$ cat src/sv/srcod_pkg.sv
// Shared types, constants and the bit update unit for the shift register
// chain output driver. No dependencies.
package srcod_pkg;

	// Number of chips on the chain, one shadow byte each (1 to 32).
	localparam int CHIPS = 27;
	localparam int ADDR_W = (CHIPS > 1) ? $clog2(CHIPS) : 1;
	localparam logic [7:0] SHADOW_RST = 8'hFF;

	typedef enum logic [2:0] {
		OP_SET_SEND   = 3'd0,
		OP_CLR_SEND   = 3'd1,
		OP_READ       = 3'd2,
		OP_SET_QUIET  = 3'd3,
		OP_CLR_QUIET  = 3'd4,
		OP_SEND_ALL   = 3'd5,
		OP_SEND_BYTE  = 3'd6,
		OP_LATCH      = 3'd7
	} op_t;

	typedef enum logic [1:0] {
		KIND_BYTE  = 2'd0,
		KIND_LATCH = 2'd1,
		KIND_READ  = 2'd2,
		KIND_ACK   = 2'd3
	} kind_t;

	typedef enum logic [2:0] {
		ST_IDLE,
		ST_RMW_RD,
		ST_RMW_WR,
		ST_READ_ANS,
		ST_SEND,
		ST_SEND_OUT,
		ST_LATCH,
		ST_EMIT
	} state_t;

	// Decoded input item.
	typedef struct packed {
		op_t         op;
		logic [4:0]  chip;
		logic [2:0]  bit_sel;
		logic        bad;
		logic [7:0]  data;
	} item_t;

	// Shadow store access.
	typedef struct packed {
		logic              rd_en;
		logic              wr_en;
		logic [ADDR_W-1:0] addr;
		logic [7:0]        wdata;
	} mem_req_t;

	// Set or clear one bit of a shadow byte.
	function automatic logic [7:0] bit_update(input logic [7:0] d, input logic [2:0] sel,
	                                          input logic set);
		logic [7:0] mask;
		mask = 8'h01 << sel;
		return set ? (d | mask) : (d & ~mask);
	endfunction

endpackage

$ cat src/sv/srcod_if.sv
// Valid/ready channel interfaces for the request and result items.
// Depends on nothing.
interface srcod_req_if;
	logic       valid;
	logic       ready;
	logic [2:0] op;
	logic [7:0] pin_index;
	logic [7:0] data_byte;
	logic       last_byte;

	modport source (output valid, op, pin_index, data_byte, last_byte, input ready);
	modport sink (input valid, op, pin_index, data_byte, last_byte, output ready);
endinterface

interface srcod_rsp_if;
	logic       valid;
	logic       ready;
	logic [1:0] kind;
	logic [7:0] shifted_byte;
	logic       pin_value;
	logic       bad_index;
	logic       last;

	modport source (output valid, kind, shifted_byte, pin_value, bad_index, last,
	                input ready);
	modport sink (input valid, kind, shifted_byte, pin_value, bad_index, last,
	              output ready);
endinterface

$ cat src/sv/srcod_shadow.sv
// Shadow byte store: one write port, one registered read port.
// Entries never written read as all ones. Depends on srcod_pkg.
module srcod_shadow (
	input  logic                clk,
	input  logic                arst_n,
	input  srcod_pkg::mem_req_t mreq,
	output logic [7:0]          rdata
);
	import srcod_pkg::*;

	logic [7:0]       mem_q [CHIPS];
	logic [CHIPS-1:0] vld_q;
	logic [7:0]       rd_data_q;
	logic             rd_vld_q;

	always_ff @(posedge clk) begin
		if (mreq.wr_en) begin
			mem_q[mreq.addr] <= mreq.wdata;
		end
		if (mreq.rd_en) begin
			rd_data_q <= mem_q[mreq.addr];
		end
	end

	always_ff @(posedge clk or negedge arst_n) begin
		if (!arst_n) begin
			vld_q    <= '0;
			rd_vld_q <= 1'b0;
		end else begin
			if (mreq.wr_en) begin
				vld_q[mreq.addr] <= 1'b1;
			end
			if (mreq.rd_en) begin
				rd_vld_q <= vld_q[mreq.addr];
			end
		end
	end

	assign rdata = rd_vld_q ? rd_data_q : SHADOW_RST;

endmodule

$ cat src/sv/srcod_ctrl.sv
// Sequencer: runs one item at a time through the shadow store and the bit
// update unit, and owns the result output register. Depends on srcod_pkg, srcod_if.
module srcod_ctrl (
	input  logic                clk,
	input  logic                arst_n,
	input  logic                req_fire,
	input  srcod_pkg::item_t    item,
	output logic                idle,
	output srcod_pkg::mem_req_t mreq,
	input  logic [7:0]          rdata,
	srcod_rsp_if.source         rsp
);
	import srcod_pkg::*;

	state_t            state_q, state_d;
	item_t             item_q;
	logic [ADDR_W-1:0] idx_q, idx_d;

	logic       slot_free;
	logic       emit;
	kind_t      e_kind;
	logic [7:0] e_byte;
	logic       e_pin;
	logic       e_bad;
	logic       e_last;

	logic       out_valid_q;
	kind_t      out_kind_q;
	logic [7:0] out_byte_q;
	logic       out_pin_q;
	logic       out_bad_q;
	logic       out_last_q;

	assign slot_free = !out_valid_q || rsp.ready;
	assign idle      = (state_q == ST_IDLE);

	always_ff @(posedge clk or negedge arst_n) begin
		if (!arst_n) begin
			state_q <= ST_IDLE;
			idx_q   <= '0;
		end else begin
			state_q <= state_d;
			idx_q   <= idx_d;
		end
	end

	always_ff @(posedge clk) begin
		if (req_fire) begin
			item_q <= item;
		end
	end

	always_comb begin
		state_d    = state_q;
		idx_d      = idx_q;
		mreq       = '0;
		mreq.addr  = item_q.chip[ADDR_W-1:0];
		mreq.wdata = bit_update(rdata, item_q.bit_sel,
		                        (item_q.op == OP_SET_SEND) || (item_q.op == OP_SET_QUIET));
		emit       = 1'b0;
		e_kind     = KIND_ACK;
		e_byte     = 8'h00;
		e_pin      = 1'b0;
		e_bad      = 1'b0;
		e_last     = 1'b1;
		case (state_q)
			ST_IDLE: begin
				if (req_fire) begin
					idx_d = ADDR_W'(CHIPS - 1);
					if (item.bad && (item.op inside {[OP_SET_SEND:OP_CLR_QUIET]})) begin
						state_d = ST_EMIT;
					end else begin
						case (item.op)
							OP_SET_SEND, OP_CLR_SEND, OP_READ,
							OP_SET_QUIET, OP_CLR_QUIET: state_d = ST_RMW_RD;
							OP_SEND_ALL:                 state_d = ST_SEND;
							default:                     state_d = ST_EMIT;
						endcase
					end
				end
			end
			ST_RMW_RD: begin
				mreq.rd_en = 1'b1;
				state_d    = (item_q.op == OP_READ) ? ST_READ_ANS : ST_RMW_WR;
			end
			ST_RMW_WR: begin
				mreq.wr_en = 1'b1;
				if ((item_q.op == OP_SET_SEND) || (item_q.op == OP_CLR_SEND)) begin
					state_d = ST_SEND;
				end else begin
					state_d = ST_EMIT;
				end
			end
			ST_READ_ANS: begin
				e_kind = KIND_READ;
				e_pin  = rdata[item_q.bit_sel];
				if (slot_free) begin
					emit    = 1'b1;
					state_d = ST_IDLE;
				end
			end
			ST_SEND: begin
				mreq.rd_en = 1'b1;
				mreq.addr  = idx_q;
				state_d    = ST_SEND_OUT;
			end
			ST_SEND_OUT: begin
				e_kind    = KIND_BYTE;
				e_byte    = rdata;
				e_last    = (idx_q == '0) && (item_q.op == OP_SEND_ALL);
				mreq.addr = idx_q - ADDR_W'(1);
				if (slot_free) begin
					emit = 1'b1;
					if (idx_q == '0) begin
						state_d = (item_q.op == OP_SEND_ALL) ? ST_IDLE : ST_LATCH;
					end else begin
						// fetch the next nearer chip while this byte goes out
						mreq.rd_en = 1'b1;
						idx_d      = idx_q - ADDR_W'(1);
					end
				end
			end
			ST_LATCH: begin
				e_kind = KIND_LATCH;
				if (slot_free) begin
					emit    = 1'b1;
					state_d = ST_IDLE;
				end
			end
			ST_EMIT: begin
				if (item_q.bad && (item_q.op inside {[OP_SET_SEND:OP_CLR_QUIET]})) begin
					e_kind = KIND_ACK;
					e_bad  = 1'b1;
				end else begin
					case (item_q.op)
						OP_SEND_BYTE: begin
							e_kind = KIND_BYTE;
							e_byte = item_q.data;
						end
						OP_LATCH: e_kind = KIND_LATCH;
						default:  e_kind = KIND_ACK;
					endcase
				end
				if (slot_free) begin
					emit    = 1'b1;
					state_d = ST_IDLE;
				end
			end
			default: state_d = ST_IDLE;
		endcase
	end

	// result output register
	always_ff @(posedge clk or negedge arst_n) begin
		if (!arst_n) begin
			out_valid_q <= 1'b0;
		end else if (emit) begin
			out_valid_q <= 1'b1;
		end else if (rsp.ready) begin
			out_valid_q <= 1'b0;
		end
	end

	always_ff @(posedge clk) begin
		if (emit) begin
			out_kind_q <= e_kind;
			out_byte_q <= e_byte;
			out_pin_q  <= e_pin;
			out_bad_q  <= e_bad;
			out_last_q <= e_last;
		end
	end

	assign rsp.valid        = out_valid_q;
	assign rsp.kind         = out_kind_q;
	assign rsp.shifted_byte = out_byte_q;
	assign rsp.pin_value    = out_pin_q;
	assign rsp.bad_index    = out_bad_q;
	assign rsp.last         = out_last_q;

endmodule

$ cat src/sv/shift_register_chain_output_driver.sv
// Top level of the shift register chain output driver: request decode,
// sequencer and shadow store. Depends on srcod_pkg, srcod_if, srcod_ctrl, srcod_shadow.
//
//  channel  role  fields                                       accepted when
//  req      sink  op, pin_index, data_byte, last_byte          valid && ready
//  rsp      src   kind, shifted_byte, pin_value, bad_index,    valid && ready
//                 last
//
// One item at a time; req.ready is high only while the sequencer is idle.
// The byte walk runs one shadow byte per cycle while rsp is ready.
// Reset (arst_n low) idles the sequencer, empties the result register and
// marks every shadow byte as all ones; no clearing pass is needed.
// A stalled rsp holds the sequencer; a new request is still taken while the
// final result of the previous item waits in the output register.
module shift_register_chain_output_driver (
	input  logic        clk,
	input  logic        arst_n,
	srcod_req_if.sink   req,
	srcod_rsp_if.source rsp
);
	import srcod_pkg::*;

	item_t      item;
	mem_req_t   mreq;
	logic [7:0] rdata;
	logic       idle;
	logic       req_fire;

	// pin number splits into chip (upper five bits) and bit (lower three)
	always_comb begin
		item.op      = op_t'(req.op);
		item.chip    = req.pin_index[7:3];
		item.bit_sel = req.pin_index[2:0];
		item.bad     = {1'b0, req.pin_index[7:3]} >= 6'(CHIPS);
		item.data    = req.data_byte;
	end

	assign req.ready = idle;
	assign req_fire  = req.valid && idle;

	srcod_ctrl u_ctrl (
		.clk      (clk),
		.arst_n   (arst_n),
		.req_fire (req_fire),
		.item     (item),
		.idle     (idle),
		.mreq     (mreq),
		.rdata    (rdata),
		.rsp      (rsp)
	);

	srcod_shadow u_shadow (
		.clk    (clk),
		.arst_n (arst_n),
		.mreq   (mreq),
		.rdata  (rdata)
	);

endmodule
$ cat src/flat_wrapper.sv
// flat-port wrapper written by rule: the top's interface ports become plain ports
module shift_register_chain_output_driver_flat import srcod_pkg::*;
  (clk, arst_n, req_valid, req_op, req_pin_index, req_data_byte, req_last_byte, req_ready, rsp_valid, rsp_kind, rsp_shifted_byte, rsp_pin_value, rsp_bad_index, rsp_last, rsp_ready);
  srcod_req_if req_i ();
  srcod_rsp_if rsp_i ();
  input  logic clk;
  input  logic arst_n;
  input wire logic [$bits(req_i.valid)-1:0] req_valid;
  input wire logic [$bits(req_i.op)-1:0] req_op;
  input wire logic [$bits(req_i.pin_index)-1:0] req_pin_index;
  input wire logic [$bits(req_i.data_byte)-1:0] req_data_byte;
  input wire logic [$bits(req_i.last_byte)-1:0] req_last_byte;
  output wire logic [$bits(req_i.ready)-1:0] req_ready;
  output wire logic [$bits(rsp_i.valid)-1:0] rsp_valid;
  output wire logic [$bits(rsp_i.kind)-1:0] rsp_kind;
  output wire logic [$bits(rsp_i.shifted_byte)-1:0] rsp_shifted_byte;
  output wire logic [$bits(rsp_i.pin_value)-1:0] rsp_pin_value;
  output wire logic [$bits(rsp_i.bad_index)-1:0] rsp_bad_index;
  output wire logic [$bits(rsp_i.last)-1:0] rsp_last;
  input wire logic [$bits(rsp_i.ready)-1:0] rsp_ready;
  assign req_i.valid = req_valid;
  assign req_i.op = req_op;
  assign req_i.pin_index = req_pin_index;
  assign req_i.data_byte = req_data_byte;
  assign req_i.last_byte = req_last_byte;
  assign req_ready = req_i.ready;
  assign rsp_valid = rsp_i.valid;
  assign rsp_kind = rsp_i.kind;
  assign rsp_shifted_byte = rsp_i.shifted_byte;
  assign rsp_pin_value = rsp_i.pin_value;
  assign rsp_bad_index = rsp_i.bad_index;
  assign rsp_last = rsp_i.last;
  assign rsp_i.ready = rsp_ready;
  shift_register_chain_output_driver u_core (.clk(clk), .arst_n(arst_n), .req(req_i), .rsp(rsp_i));
endmodule
$ cat config.mk
export PLATFORM = sky130hd
export DESIGN_NAME = shift_register_chain_output_driver_flat
export DESIGN_NICKNAME = d
export VERILOG_FILES = /design/src/sv/srcod_pkg.sv /design/src/sv/srcod_if.sv /design/src/sv/srcod_shadow.sv /design/src/sv/srcod_ctrl.sv /design/src/sv/shift_register_chain_output_driver.sv /design/src/flat_wrapper.sv
export SDC_FILE = /design/constraint.sdc
export NUM_CORES = 1
export LEC_CHECK = 0
export BUFFER_PORTS_ARGS = -buffer_cell sky130_fd_sc_hd__buf_4
export CORE_ASPECT_RATIO = 0.75
export CORE_UTILIZATION = 35
export DETAILED_ROUTE_END_ITERATION = 6
export GPL_TIMING_DRIVEN = 0
export SLEW_MARGIN = 20
export SYNTH_ARGS = -nofsm -noshare
export SYNTH_HDL_FRONTEND = slang
export SYNTH_SLANG_ARGS = --single-unit
export TNS_END_PERCENT = 50
$ cat constraint.sdc
create_clock -name clk -period 3.9 [get_ports clk]
set_clock_uncertainty 0.05 [all_clocks]
set_input_delay 0.585 -clock clk [delete_from_list [all_inputs] [get_ports clk]]
set_output_delay 0.585 -clock clk [all_outputs]
set_load 0.02 [all_outputs]
==> flow_results.org <==
** Floorplanning
- Row generation in the floorplan step produced 58 rows.
- The floorplan step set the die width to around 220 um.
- Placeable Area :: roughly 34000 um2
- Height of the die :: about 160 um
- Die ar. :: ~35000 um2
- During I/O placement, the number of pins put on the boundary was 39.
- Initial standard-cell utilization of the core :: between 30 and 40%

** Power and ir drop
- The analysis attributes to cell leakage a power of between 4 and 5 nW.
- The clock network accounts for a little under a quarter of the total power.
- Power density relative to cell area :: 835.4 nW/um2
- Post-route total power :: approximately 0.012 W
- Comb power frac :: between 30 and 40%
- The share of total power dissipated in sequential elements is 37.3%.
- The analysis attributes to net switching a power of approximately 0.0042 W.
- The worst-case IR drop observed on VDD is around 0.00036 V.
- Switching share of power :: between 30% and 40%
- Internal Power :: roughly 0.0075 W

** STA
- Smallest setup slack after layout :: roughly 0.13 ns
- Based on the critical path, the design can be clocked at up to 265.0 MHz.
- The worst path in the final design needs a cycle of roughly 3.8 ns, including I/O delays and setup.
- In the finished design, the share of the clock period the worst path needs comes to slightly below 100%.
- Measured slew at the worst slew-check pin :: approximately 1.0 ns
- Endpoints failing setup :: 0
- The worst pin sits at a relative slew slack of 30.28%.
- Setup repair after global routing could not meet its margin everywhere.
- Endpoints failing hold :: 0
- The number of max-slew violations in the final report came to 0.
- Worst Hold Slack :: roughly 0.15 ns

** Layout
- Fraction of layout cells with a size suffix above 1 :: between 20% and 30%
- Antenna diode count :: 0
- The net count of the finished layout is slightly above 800.
- Area growth syn-to-layout :: 16.44%
- Final cell area excluding filler cells :: 14050 um2

** Logic synthesis
- The synthesized design contains 294 register bits.
- For this run, the number of Yosys warnings is 0.
- Post-Syn Instances :: 715
- Counting flops with an async set or reset pin after synthesis yields a share of around an eighth.
- The top cell type by area accounts for a little under two thirds of the synthesized area.
- Top area cells in the synthesized netlist :: sky130_fd_sc_hd__edfxtp_1 (64%), sky130_fd_sc_hd__mux4_2 (8.6%), sky130_fd_sc_hd__dfrtp_1 (7.7%)
- Post-synthesis share of cell area spent on full adders, half adders and majority gates :: 0.1037%
- Average cell area after synthesis :: roughly 17 um2
- Synth Area in XOR/XNOR :: less than 1%
- Commonest register cell after synthesis :: sky130_fd_sc_hd__edfxtp_1
- Cell taking the most area after synthesis :: sky130_fd_sc_hd__edfxtp_1
- Proportion of synthesized area in mux cells :: between 10% and 20%
- Net count of the mapped netlist :: 740
- Summing the sequential cell areas from Yosys gives 71.62% of the chip area.
- Counting flops with a built-in enable in the synthesized netlist gives ~260.
- The synthesized netlist contains 57 unique library cells.
- Compound-gate portion of the synthesized area :: around 5.3%
- Main combinational cell family by area after synthesis :: multiplexers
- Simple-gate area share of the yosys netlist :: approximately 7.7%
- Mapped Area :: 12070 um2

** Worst hold path
- Cell depth of the worst min-delay path :: 1
- Worst hold start :: req_data_byte[7]
- Class of the worst hold path :: in2reg
- The path with the worst hold slack has its endpoint at u_core.u_ctrl.item_q[7]$_DFFE_PP_.

** Clock tree
- Clock buffer count from CTS :: 28
- After clock tree synthesis, the clock-pin slew on the worst setup and hold paths is around 0.06 ns.
- Buffers from clock root to sink, at most :: 3
- CTS saw 294 sinks.
- TritonCTS clock tree :: done
- For the worst-skew pair, the clock arrives at the later sink with an insertion delay of around 0.56 ns.
- Cell at the root of the clock tree :: sky130_fd_sc_hd__clkbuf_16
- In this run the number of H-tree levels came out at 1.

** Placement
- Routability-driven placement finished with a final weighted congestion of between 0.9 and 1.
- Placed Area :: ~13000 um2
- Detailed-placement wirelength estimate :: around 19000 um
- Minimum setup slack after placement :: -0.09242 ns
- The count of buffers added on input and output ports is 37.

** Worst setup path
- The worst register-to-register path begins at u_core.u_ctrl.idx_q[0]$_DFFE_PN0P_.
- Measured in cells, the most critical reg-to-reg path has a length of 10.
- The worst register-to-register path ends at u_core.u_shadow.rd_data_q[5]$_DFFE_PP_.
- The worst register-to-register path has a setup slack of roughly 0.13 ns.
- Critical-path maximum fanout :: 10
- Data on the critical path is required at its endpoint by ~4.1 ns.
- The setup path with the least slack is of type reg2reg.
- Data arrives at the worst endpoint at 4.01 ns.
- Crit path launch type :: flip-flop
- The worst setup path is captured at a flip-flop.

** Status
- The run finished with clean final reports.

** Global routing
- The first global-routing pass estimated around 42000 um of wire.
- Overall overflow remaining after global route :: 0
- Vias in the first global route :: 6572
- Initial antenna violation count :: 0
- Entering global routing, the biggest net connects 38 pins.
- Gr usage total :: 16.36%

** Detailed routing
- Once detail routing completed, the nets flagged for antenna violations numbered 0.
- Via/cell ratio :: approximately 5.3
- DRT iter0 DRCs :: 708
- Vias :: 6670
- The pre-antenna-repair detailed-routing pass consisted of 6 iterations.
- Post-route DRC violation count :: 0
- WL final :: between 20000 and 30000 um
- WL per Instance :: about 23 um

** Flow run
- Count of max-cap constraint violations :: 0
[layout by cell type, fill, tap and decap left out, drive strengths merged, types with 4 or more instances in the layout]
master,count
edfxtp,257
buf,65
nand2,56
mux4,53
clkbuf,51
nor2,47
dfrtp,37
or2,28
o21ai,27
mux2i,22
nand3,17
a21oi,15
a22oi,11
mux2,10
clkinv,10
nor2b,9
inv,8
nand2b,6
o21a,6
o211ai,6
a31oi,6
nor3,6
nor3b,4
xnor2,4
a221oi,4
[timing repair]
item                       CTS  global route
gates resized for setup      4             4
hold endpoints to repair    37             0
cloned                       0             0
buffers inserted             0             0
hold buffers                 1             0
setup endpoints to repair   81           125
[power groups by stage]
stage                     clock (W)  sequential [W]  combinational [W]
final                       0.00269         0.00438            0.00467
after global routing        0.00284         0.00442            0.00498
after CTS                   0.00271         0.00439            0.00464
after detailed placement          0         0.00444            0.00462
after global placement            0         0.00447            0.00435
after floorplan                   0         0.00449            0.00282
[worst max-delay path: stages (launching register included)]
cell                      delay, ns
sky130_fd_sc_hd__dfrtp_1       0.46
sky130_fd_sc_hd__inv_1         0.09
sky130_fd_sc_hd__ha_1          0.35
sky130_fd_sc_hd__nand2_1       0.10
sky130_fd_sc_hd__nor3b_1       0.27
sky130_fd_sc_hd__a21o_1        0.17
sky130_fd_sc_hd__buf_1         0.75
sky130_fd_sc_hd__mux4_2        0.42
sky130_fd_sc_hd__mux2_2        0.28
sky130_fd_sc_hd__a22oi_1       0.43
sky130_fd_sc_hd__nand2_1       0.12
[kinds of logic (layout without fill, tap and decap cells)]
logic type                 Yosys count  count (layout)
xor gates and xnor gates             6               6
buffers and inverters               43             138
and+or+nand+nor                    190             190
DFF                                294             294
muxes                               85              85
adders and majority gates            1               1
AOI/OAI and AO/OA                   96              96
[registers in the layout, summed over array words and instances (netlist names)]
name / count
u_core.u_ctrl.rsp.shifted_byte: 8
u_core.u_shadow.mem_q: 216
u_core.u_shadow.rd_data_q: 8
u_core.u_ctrl.rsp.bad_index: 1
u_core.u_ctrl.rsp.kind: 2
u_core.u_ctrl.rsp.last: 1
u_core.u_ctrl.rsp.valid: 1
u_core.u_shadow.rd_vld_q: 1
u_core.u_ctrl.item_q: 20
u_core.u_ctrl.idx_q: 5
u_core.u_ctrl.rsp.pin_value: 1
u_core.u_ctrl.state_q: 3
u_core.u_shadow.vld_q: 27
[Yosys cell counts, drive strengths merged (7+ instances only)]
master,instances
nand2,56
buf,22
mux2,10
nor2b,9
clkbuf,14
inv,7
edfxtp,257
nand3,17
mux4,53
o21ai,27
or2,28
dfrtp,37
a22oi,11
a21oi,15
nor2,47
mux2i,22
[per-layer routing]
layer  share of wire (%)  up-vias  track usage, %
met5                   0        -               0
li1                    -     2960               -
met4                 1.9        0           3.681
met3                 7.9       39           4.407
met1                  48     3447           25.50
met2                  42      224           22.45
[per-stage QoR]
step	cells	setup TNS, ns	util [%]
after detailed placement	1208	-1.573	38.92
after global placement	1202	-0.5094	38.26
after global routing	1260	-0.03948	41.65
after floorplan	715	0	-
after CTS	1261	-2.390	41.63
final	1260	0	41.65
[how the worst max path moves through the flow]
stage / start / endpoint / slack, ns / cells past startpoint
after floorplan: u_core.u_ctrl.idx_q[0]$_DFFE_PN0P_ / u_core.u_shadow.mem_q[10][0]$_DFFE_PP_ / 1.19 / 9
after global placement: u_core.u_ctrl.idx_q[0]$_DFFE_PN0P_ / u_core.u_shadow.mem_q[8][0]$_DFFE_PP_ / -0.03 / 9
after detailed placement: u_core.u_ctrl.idx_q[0]$_DFFE_PN0P_ / u_core.u_shadow.mem_q[18][2]$_DFFE_PP_ / -0.09 / 9
after CTS: u_core.u_ctrl.idx_q[0]$_DFFE_PN0P_ / u_core.u_shadow.mem_q[9][5]$_DFFE_PP_ / -0.08 / 9
after global routing: u_core.u_ctrl.idx_q[0]$_DFFE_PN0P_ / u_core.u_shadow.mem_q[2][5]$_DFFE_PP_ / -0.005 / 8
final: u_core.u_ctrl.idx_q[0]$_DFFE_PN0P_ / u_core.u_shadow.rd_data_q[5]$_DFFE_PP_ / 0.13 / 10
[layout make-up]
class / count / area (um2)
timing repair buffer: 44 / 402.9
inverter: 7 / 26.28
tap: 450 / 563.0
multi-input combinational: 378 / 3333
clock inverter: 14 / 135.1
sequential: 294 / 8643
buffer: 35 / 191.4
fill: 2998 / 19690
clock buffer: 38 / 758.2
(Power assumes the default switching activity.)
